$ cat src/rtl/core/ccurv_pkg.sv
// Shared types and constants for the contour curvature block.
package ccurv_pkg;

	localparam int IDX_W      = 12;
	localparam int COORD_W    = 16;
	localparam int CURV_W     = 24;
	localparam int MUL_STEPS  = 16;
	localparam int SQRT_STEPS = 27;
	localparam int DEN_STEPS  = 27;
	localparam int DIV_STEPS  = 24;
	localparam int STEP_W     = 5;

	typedef struct packed {
		logic signed [COORD_W-1:0] point_x;
		logic signed [COORD_W-1:0] point_y;
		logic                      last_point;
	} ccurv_in_t;

	typedef struct packed {
		logic [IDX_W-1:0]  point_index;
		logic [CURV_W-1:0] curvature;
		logic              degenerate;
		logic              last_result;
	} ccurv_out_t;

	typedef struct packed {
		logic signed [COORD_W-1:0] x;
		logic signed [COORD_W-1:0] y;
	} ccurv_point_t;

	// Three consecutive contour points: a before b, c after b
	typedef struct packed {
		ccurv_point_t a;
		ccurv_point_t b;
		ccurv_point_t c;
	} ccurv_job_t;

	typedef struct packed {
		ccurv_job_t       pts;
		logic [IDX_W-1:0] idx;
		logic             last;
	} ccurv_task_t;

	typedef struct packed {
		logic              idle;
		logic              done;
		logic [CURV_W-1:0] curvature;
		logic              degenerate;
	} ccurv_result_t;

endpackage

$ cat src/rtl/core/ccurv_unit.sv
// Bit-serial curvature engine: shift-add products, digit square root, restoring divide.
module ccurv_unit import ccurv_pkg::*; (
	input  logic          clk,
	input  logic          arst_n,
	input  logic          start,
	input  ccurv_job_t    job,
	input  logic          ack,
	output ccurv_result_t result
);

	typedef enum logic [7:0] {
		S_IDLE  = 8'b0000_0001,
		S_MUL   = 8'b0000_0010,
		S_CROSS = 8'b0000_0100,
		S_SQRT  = 8'b0000_1000,
		S_DEN   = 8'b0001_0000,
		S_CHECK = 8'b0010_0000,
		S_DIV   = 8'b0100_0000,
		S_DONE  = 8'b1000_0000
	} state_t;

	state_t state_q;
	logic [STEP_W-1:0] step_q;

	// operand setup
	logic signed [16:0] dx_w, dy_w;
	logic signed [17:0] ex_w, ey_w;
	logic [16:0] ndx_w, ndy_w;
	logic [17:0] nex_w, ney_w;
	logic [15:0] dxm_w, dym_w;
	logic [16:0] exm_w, eym_w;

	// serial multiply registers
	logic [15:0] mplx_q, mply_q, dxm_q, dym_q;
	logic [16:0] exm_q, eym_q;
	logic        sgn1_q, sgn2_q;
	logic [32:0] p1_q, p2_q;
	logic [31:0] p3_q, p4_q;

	// cross and norm
	logic signed [34:0] t1_w, t2_w, cr_w;
	logic [34:0] ncr_w;
	logic [32:0] s_w;
	logic [33:0] x_q;
	logic [32:0] s_q;

	// square root
	logic [53:0] rad_q;
	logic [28:0] rem_q;
	logic [26:0] root_q;
	logic [30:0] rem_t_w;
	logic [30:0] trial_w;

	// denominator and division
	logic [59:0] den_q;
	logic [59:0] drem_q;
	logic [60:0] r2_w;
	logic [60:0] r2_sub_w;
	logic [59:0] xs_w;
	logic [CURV_W-1:0] q_q;
	logic [CURV_W-1:0] curv_q;
	logic              deg_q;

	// differences of the neighbor points
	always_comb begin
		dx_w  = $signed({job.c.x[15], job.c.x}) - $signed({job.a.x[15], job.a.x});
		dy_w  = $signed({job.c.y[15], job.c.y}) - $signed({job.a.y[15], job.a.y});
		ex_w  = $signed({{2{job.c.x[15]}}, job.c.x}) - $signed({job.b.x[15], job.b.x, 1'b0})
		      + $signed({{2{job.a.x[15]}}, job.a.x});
		ey_w  = $signed({{2{job.c.y[15]}}, job.c.y}) - $signed({job.b.y[15], job.b.y, 1'b0})
		      + $signed({{2{job.a.y[15]}}, job.a.y});
		ndx_w = 17'(-dx_w);
		ndy_w = 17'(-dy_w);
		nex_w = 18'(-ex_w);
		ney_w = 18'(-ey_w);
		dxm_w = dx_w[16] ? ndx_w[15:0] : dx_w[15:0];
		dym_w = dy_w[16] ? ndy_w[15:0] : dy_w[15:0];
		exm_w = ex_w[17] ? nex_w[16:0] : ex_w[16:0];
		eym_w = ey_w[17] ? ney_w[16:0] : ey_w[16:0];
	end

	// signed cross product magnitude and squared norm
	always_comb begin
		t1_w  = sgn1_q ? -$signed({2'b00, p1_q}) : $signed({2'b00, p1_q});
		t2_w  = sgn2_q ? -$signed({2'b00, p2_q}) : $signed({2'b00, p2_q});
		cr_w  = t1_w - t2_w;
		ncr_w = 35'(-cr_w);
		s_w   = {1'b0, p3_q} + {1'b0, p4_q};
	end

	// one root bit per step
	always_comb begin
		rem_t_w = {rem_q, rad_q[53:52]};
		trial_w = {2'b00, root_q, 2'b01};
	end

	// one quotient bit per step
	always_comb begin
		r2_w     = {drem_q, 1'b0};
		r2_sub_w = r2_w - {1'b0, den_q};
		xs_w     = {18'b0, x_q, 8'b0};
	end

	// sequencer
	always_ff @(posedge clk or negedge arst_n) begin
		if (!arst_n) begin
			state_q <= S_IDLE;
			step_q  <= '0;
		end else begin
			case (state_q)
				S_IDLE: begin
					if (start) begin
						state_q <= S_MUL;
						step_q  <= '0;
					end
				end
				S_MUL: begin
					step_q <= step_q + 1'b1;
					if (step_q == STEP_W'(MUL_STEPS - 1)) begin
						state_q <= S_CROSS;
					end
				end
				S_CROSS: begin
					step_q  <= '0;
					state_q <= (s_w == '0) ? S_DONE : S_SQRT;
				end
				S_SQRT: begin
					step_q <= step_q + 1'b1;
					if (step_q == STEP_W'(SQRT_STEPS - 1)) begin
						state_q <= S_DEN;
						step_q  <= '0;
					end
				end
				S_DEN: begin
					step_q <= step_q + 1'b1;
					if (step_q == STEP_W'(DEN_STEPS - 1)) begin
						state_q <= S_CHECK;
					end
				end
				S_CHECK: begin
					step_q  <= '0;
					state_q <= (xs_w >= den_q) ? S_DONE : S_DIV;
				end
				S_DIV: begin
					step_q <= step_q + 1'b1;
					if (step_q == STEP_W'(DIV_STEPS - 1)) begin
						state_q <= S_DONE;
					end
				end
				S_DONE: begin
					if (ack) begin
						state_q <= S_IDLE;
					end
				end
				default: begin
					state_q <= S_IDLE;
				end
			endcase
		end
	end

	// datapath
	always_ff @(posedge clk) begin
		case (state_q)
			S_IDLE: begin
				mplx_q <= dxm_w;
				mply_q <= dym_w;
				dxm_q  <= dxm_w;
				dym_q  <= dym_w;
				exm_q  <= exm_w;
				eym_q  <= eym_w;
				sgn1_q <= ey_w[17] ^ dx_w[16];
				sgn2_q <= ex_w[17] ^ dy_w[16];
				p1_q   <= '0;
				p2_q   <= '0;
				p3_q   <= '0;
				p4_q   <= '0;
			end
			S_MUL: begin
				p1_q   <= {p1_q[31:0], 1'b0} + (mplx_q[15] ? {16'b0, eym_q} : 33'b0);
				p3_q   <= {p3_q[30:0], 1'b0} + (mplx_q[15] ? {16'b0, dxm_q} : 32'b0);
				p2_q   <= {p2_q[31:0], 1'b0} + (mply_q[15] ? {16'b0, exm_q} : 33'b0);
				p4_q   <= {p4_q[30:0], 1'b0} + (mply_q[15] ? {16'b0, dym_q} : 32'b0);
				mplx_q <= {mplx_q[14:0], 1'b0};
				mply_q <= {mply_q[14:0], 1'b0};
			end
			S_CROSS: begin
				x_q    <= cr_w[34] ? ncr_w[33:0] : cr_w[33:0];
				s_q    <= s_w;
				rad_q  <= {1'b0, s_w, 20'b0};
				rem_q  <= '0;
				root_q <= '0;
				den_q  <= '0;
				curv_q <= '1;
				deg_q  <= 1'b1;
			end
			S_SQRT: begin
				rad_q <= {rad_q[51:0], 2'b00};
				if (rem_t_w >= trial_w) begin
					rem_q  <= 29'(rem_t_w - trial_w);
					root_q <= {root_q[25:0], 1'b1};
				end else begin
					rem_q  <= rem_t_w[28:0];
					root_q <= {root_q[25:0], 1'b0};
				end
			end
			S_DEN: begin
				den_q  <= {den_q[58:0], 1'b0} + (root_q[26] ? {27'b0, s_q} : 60'b0);
				root_q <= {root_q[25:0], 1'b0};
			end
			S_CHECK: begin
				drem_q <= xs_w;
				q_q    <= '0;
			end
			S_DIV: begin
				if (r2_w >= {1'b0, den_q}) begin
					drem_q <= r2_sub_w[59:0];
					q_q    <= {q_q[CURV_W-2:0], 1'b1};
				end else begin
					drem_q <= r2_w[59:0];
					q_q    <= {q_q[CURV_W-2:0], 1'b0};
				end
				if (step_q == STEP_W'(DIV_STEPS - 1)) begin
					curv_q <= r2_w >= {1'b0, den_q} ? {q_q[CURV_W-2:0], 1'b1}
					                                : {q_q[CURV_W-2:0], 1'b0};
					deg_q  <= 1'b0;
				end
			end
			default: begin
			end
		endcase
	end

	assign result.idle       = (state_q == S_IDLE);
	assign result.done       = (state_q == S_DONE);
	assign result.curvature  = curv_q;
	assign result.degenerate = deg_q;

endmodule

$ cat src/rtl/core/contour_curvature_top.sv
// Contour curvature top level: point window, result queue and output register.
//
//  channel | signals                     | payload
//  in      | in_valid / in_ready         | in_data  (ccurv_in_t)
//  out     | out_valid / out_ready       | out_data (ccurv_out_t)
//
// A result passes through the bit-serial engine: start, 16 multiply steps, cross
// product, 27 root steps, 27 denominator steps, range check, 24 divide steps and done;
// a zero neighbor difference ends after the cross product, an overflow skips the divide.
// A point causes up to three results, so a transaction holds the input until the
// engine has finished all of them; points that cause no result are taken every cycle.
// Reset clears the contour window; the next point starts a new contour.
// A stalled output holds the engine in its done state until the register frees.
module contour_curvature_top import ccurv_pkg::*; (
	input  logic       clk,
	input  logic       arst_n,
	input  logic       in_valid,
	output logic       in_ready,
	input  ccurv_in_t  in_data,
	output logic       out_valid,
	input  logic       out_ready,
	output ccurv_out_t out_data
);

	ccurv_point_t head0_q, head1_q, win_a_q, win_b_q;
	logic [IDX_W-1:0] cnt_q;
	logic [1:0]       fill_q;

	ccurv_task_t task_q [3];
	ccurv_task_t new_task [3];
	logic [1:0]  task_n_q, task_ptr_q, new_n;

	logic [IDX_W-1:0] cur_idx_q;
	logic             cur_last_q;
	ccurv_out_t       out_q;
	logic             out_valid_q;

	ccurv_point_t  p_w, head1_n;
	ccurv_result_t res;
	logic          start, ack, in_acc;

	function automatic ccurv_task_t mk_task(ccurv_point_t a, ccurv_point_t b,
	                                        ccurv_point_t c, logic [IDX_W-1:0] idx,
	                                        logic last);
		ccurv_task_t t;
		t.pts.a = a;
		t.pts.b = b;
		t.pts.c = c;
		t.idx   = idx;
		t.last  = last;
		return t;
	endfunction

	assign p_w.x   = in_data.point_x;
	assign p_w.y   = in_data.point_y;
	assign head1_n = (fill_q == 2'd1) ? p_w : head1_q;

	// results caused by this point, in output order
	always_comb begin
		new_task = task_q;
		new_n    = '0;
		if (fill_q == 2'd0) begin
			if (in_data.last_point) begin
				new_task[0] = mk_task(p_w, p_w, p_w, '0, 1'b1);
				new_n       = 2'd1;
			end
		end else begin
			if (fill_q == 2'd2) begin
				new_task[0] = mk_task(win_a_q, win_b_q, p_w, cnt_q - 1'b1, 1'b0);
				new_n       = 2'd1;
			end
			if (in_data.last_point) begin
				new_task[new_n]        = mk_task(win_b_q, p_w, head0_q, cnt_q, 1'b0);
				new_task[new_n + 2'd1] = mk_task(p_w, head0_q, head1_n, '0, 1'b1);
				new_n                  = new_n + 2'd2;
			end
		end
	end

	assign in_ready = (task_ptr_q == task_n_q) && res.idle;
	assign in_acc   = in_valid && in_ready;
	assign start    = res.idle && (task_ptr_q != task_n_q);
	assign ack      = res.done && (!out_valid_q || out_ready);

	// contour window and result queue control
	always_ff @(posedge clk or negedge arst_n) begin
		if (!arst_n) begin
			cnt_q      <= '0;
			fill_q     <= '0;
			task_n_q   <= '0;
			task_ptr_q <= '0;
		end else begin
			if (in_acc) begin
				task_n_q   <= new_n;
				task_ptr_q <= '0;
				if (in_data.last_point) begin
					cnt_q  <= '0;
					fill_q <= '0;
				end else begin
					cnt_q  <= cnt_q + 1'b1;
					fill_q <= (fill_q == 2'd2) ? 2'd2 : fill_q + 2'd1;
				end
			end else if (start) begin
				task_ptr_q <= task_ptr_q + 2'd1;
			end
		end
	end

	// point storage and queue payload
	always_ff @(posedge clk) begin
		if (in_acc) begin
			task_q <= new_task;
			if (fill_q == 2'd0) begin
				head0_q <= p_w;
				win_b_q <= p_w;
			end else begin
				head1_q <= head1_n;
				win_a_q <= win_b_q;
				win_b_q <= p_w;
			end
		end
		if (start) begin
			cur_idx_q  <= task_q[task_ptr_q].idx;
			cur_last_q <= task_q[task_ptr_q].last;
		end
		if (ack) begin
			out_q.point_index <= cur_idx_q;
			out_q.curvature   <= res.curvature;
			out_q.degenerate  <= res.degenerate;
			out_q.last_result <= cur_last_q;
		end
	end

	// output register valid
	always_ff @(posedge clk or negedge arst_n) begin
		if (!arst_n) begin
			out_valid_q <= 1'b0;
		end else if (ack) begin
			out_valid_q <= 1'b1;
		end else if (out_ready) begin
			out_valid_q <= 1'b0;
		end
	end

	ccurv_unit u_unit (
		.clk    (clk),
		.arst_n (arst_n),
		.start  (start),
		.job    (task_q[task_ptr_q].pts),
		.ack    (ack),
		.result (res)
	);

	assign out_valid = out_valid_q;
	assign out_data  = out_q;

endmodule

$ cat config.mk
export PLATFORM = sky130hd
export DESIGN_NAME = contour_curvature_top
export DESIGN_NICKNAME = d
export VERILOG_FILES = /design/src/rtl/core/ccurv_pkg.sv /design/src/rtl/core/ccurv_unit.sv /design/src/rtl/core/contour_curvature_top.sv
export SDC_FILE = /design/constraint.sdc
export NUM_CORES = 2
export LEC_CHECK = 0
export ABC_AREA = 1
export BUFFER_PORTS_ARGS = -buffer_cell sky130_fd_sc_hd__buf_2
export CAP_MARGIN = 15
export CORE_UTILIZATION = 67
export CTS_CLUSTER_DIAMETER = 30
export DETAILED_ROUTE_END_ITERATION = 6
export MAX_ROUTING_LAYER = met4
export PLACE_DENSITY = 0.84
export SYNTH_ARGS = -nofsm -noshare
export SYNTH_HDL_FRONTEND = slang
export SYNTH_HIERARCHICAL = 1
export SYNTH_SLANG_ARGS = --single-unit
$ cat constraint.sdc
create_clock -name clk -period 16.9 [get_ports clk]
set_input_delay 2.535 -clock clk [delete_from_list [all_inputs] [get_ports clk]]
set_output_delay 2.535 -clock clk [all_outputs]
set_load 0.1 [all_outputs]
==> impl_metrics.toml <==
[placed_design]
io_buffers = 76
dpl_cell_area_sq_mm = 0.0726
place_congestion = 1.00
dp_hpwl_microns = 145000

[sta]
fmax_ghz = 0.165
finalSetupViolCount = 0
period_share_pct = 35.8
rsz0062_at_grt = "no"
setup_tns_ns = 0
clock_skew_ns = 0.105
hold_violations = 0
worst_slew_pin_slew_ns = 1.23
period_needed_ns = 6.05
maxSlewViolCount = 0
slew_headroom_pct = 17.7

[die]
core_sq_mm = 0.105
die_height_microns = 328
ios = 77
std_cell_rows = 119
dieArea_sq_mm = 0.108
start_util_pct = 67.6
chipWidth_microns = 328

[clock_tree]
cts_sinks = 1091
clk_latency_ns = 0.88
numCtsBuffers = 220
cts_tree = "yes"
cts_hold_buf = 0
h-tree-depth = 4
cts_max_path_buffers = 3
post_cts_buffers = 0
cts-resized-gates = 0
ctsRootBufferMaster = "clkbuf_16"
clk_pin_slew_ns = 0.06

[synth]
ys.flop_type = "edfxtp_1"
ys_types = 70
syn-num-nets = 9102
ys_seq_area_share_pct = 45.7
async_reset_ff_share_pct = 2.93
ys_ff_latch = 1091
syn_avg_cell_area_sq_um = 8.23
ys.warnings.count = 6
synthesis.area_sq_mm = 0.0713
synth_enable_flop_cells = 1059
synthCells = 8658

[detailed_routing]
drc = 9
dr_total_vias = 63800
wl_per_cell_microns = 20.6
antenna_left = 0
via_per_inst = 6.17
wl_microns = 213000
dr.pass1.iters = 7
initialDrtViolationCount = 7650

[setup_path]
path_max_fanout = 108
endpoint_kind = "register"
cp_slowest_stage_delay_ns = 0.92
cpLargestDelayFamily = "buffers and inverters"
worstPathArrival_ns = 6.59
start_kind = "register"
cpMaxStageDelayCell = "buf_4"
worstPathRequired_ns = 17.44
path_common_cell = "inv_1"
criticalPathCategory = "reg -> reg"
timing.critical_path.buf_inv = 6
crit_chain = "inv_6, buf_4, nor2_1, o21ai_0, inv_1, fa_1, ha_1, inv_1, nand3_1, nand2_1, xor2_1, inv_1, nor3_1, nand3_1, inv_1, nand3_1, nand3b_1, nand2_1, xor2_1"

[outcome]
status = "complete, but fails checks"
violations = "design-rule violations"

[global_routing]
grt_max_degree = 109
grt_use_total_pct = 40.0
global_route.usage.met1_pct = 46.6
antenna_found_initial = 4
top_usage_layer = "met2"
met2_usage_pct = 67.0
overflow = 0
grt_pass1_wl_microns = 330000
grt_pass1_vias = 62000
met3_usage_pct = 6.15

[cells_and_area]
final_common_cell = "nand2_1"
design_area_sq_mm = 0.0806
drive_gt1_share_pct = 7.02
fin_nets = 9191
final_cell_mix = "nand2_1 (1842), inv_1 (1238), edfxtp_1 (1059)"
fillers = 7165
syn_to_final_growth_pct = 13.0

[job]
drv_cap = 0

[worst_hold_path]
hold_class = "reg -> reg"
==> stage by stage <==
step           utilization [%]  hold slack (ns)  instances  worst slack, ns
3_3_place_gp              68.9            0.401       9916            11.25
2_1_floorplan                -            0.400       8658             6.66
6_report                  76.4            0.411      10300            10.85
3_5_place_dp              68.9            0.405       9916            11.09
5_1_grt                   76.4            0.415      10300            10.29
4_1_cts                   76.4            0.412      10300            11.00
==> layer usage <==
metal	part of all wire [%]	vias up	wire (microns)
met1	37	29700	78000
met5	0	-	0
met4	5.6	0	11800
li1	-	29500	-
met3	8.9	795	18900
met2	49	3814	104000
==> kinds of logic (layout without fill, tap and decap cells) <==
family	Yosys count	in the layout	share of synthesized area, %
flip-flops	1091	1091	45.7
AO/OA/AOI/OAI	1810	1810	14.0
other	0	4	0
XOR/XNOR	280	280	3.47
adder cells (fa/ha/maj)	407	407	7.59
buffers and inverters	1510	1793	8.33
AND/OR/NAND/NOR	3560	3560	20.9
==> worst paths after layout <==
kind	from	endpoint	slack [ns]	cells past startpoint
worst min-delay path	u_unit/curv_q[4]$_SDFFCE_PP1P_	out_data[6]$_DFFE_PP_	0.41	0
worst max-delay path	task_ptr_q[0]$_DFFE_PN0P_	u_unit/exm_q[11]$_DFFE_PP_	10.85	19
worst max register to register	task_ptr_q[0]$_DFFE_PN0P_	u_unit/exm_q[11]$_DFFE_PP_	10.85	19
max in group asynchronous	arst_n	task_ptr_q[0]$_DFFE_PN0P_	14.27	1
min in group asynchronous	arst_n	task_ptr_q[1]$_DFFE_PN0P_	1.86	1
worst min register to register	u_unit/curv_q[4]$_SDFFCE_PP1P_	out_data[6]$_DFFE_PP_	0.41	0
==> cells in the mapped netlist (13+ instances only) <==
| library cell | n | area share (%) |
|---|---|---|
| nand4_1 | 107 | 0.94 |
| xnor2_1 | 81 | 1.0 |
| edfxtp_1 | 1059 | 45 |
| a21boi_0 | 13 | 0.14 |
| o22ai_1 | 16 | 0.14 |
| nor4_1 | 41 | 0.36 |
| fa_1 | 42 | 1.2 |
| buf_1 | 18 | 0.095 |
| o21ai_1 | 40 | 0.28 |
| inv_1 | 1242 | 6.5 |
| clkbuf_1 | 124 | 0.65 |
| nand2_1 | 1848 | 9.7 |
| buf_2 | 83 | 0.58 |
| ha_1 | 365 | 6.4 |
| a21o_1 | 36 | 0.38 |
| o21bai_1 | 33 | 0.35 |
| o21ai_0 | 794 | 5.6 |
| nand2_2 | 22 | 0.19 |
| o21a_1 | 50 | 0.53 |
| nor2_1 | 862 | 4.5 |
| dfrtp_1 | 31 | 1.1 |
| o211ai_1 | 52 | 0.55 |
| a31oi_1 | 54 | 0.47 |
| buf_6 | 16 | 0.25 |
| nand3_1 | 474 | 3.3 |
| a21oi_1 | 638 | 4.5 |
| nor3_1 | 113 | 0.79 |
| xor2_1 | 196 | 2.4 |
| nand3b_1 | 30 | 0.32 |
| o221ai_1 | 33 | 0.41 |
==> layout make-up <==
cell class	instances	area, sq um	share of cell area [%]
clock buffer	232	5550	6.89
sequential	1091	32600	40.5
clock inverter	184	2350	2.91
timing repair buffer	122	728	0.904
tap	1391	1740	2.16
multi-input combinational	6057	32900	40.8
antenna	4	10.0	0.0124
inverter	1255	4720	5.86
==> sequential cells by signal, indices dropped and copies added, names as in the netlist, 32 cells and up, named ones only <==
register,flops
head1_q,32
u_unit/p4_q,32
u_unit/p3_q,32
u_unit/p2_q,33
u_unit/drem_q,60
u_unit/s_q,33
u_unit/p1_q,33
out_data,38
win_b_q,32
u_unit/x_q,34
u_unit/den_q,60
task_q,231
win_a_q,32
head0_q,32
u_unit/rad_q,34
Power is not shown: default switching activity piles up to over one toggle a cycle in this logic, so the estimate is an artifact.
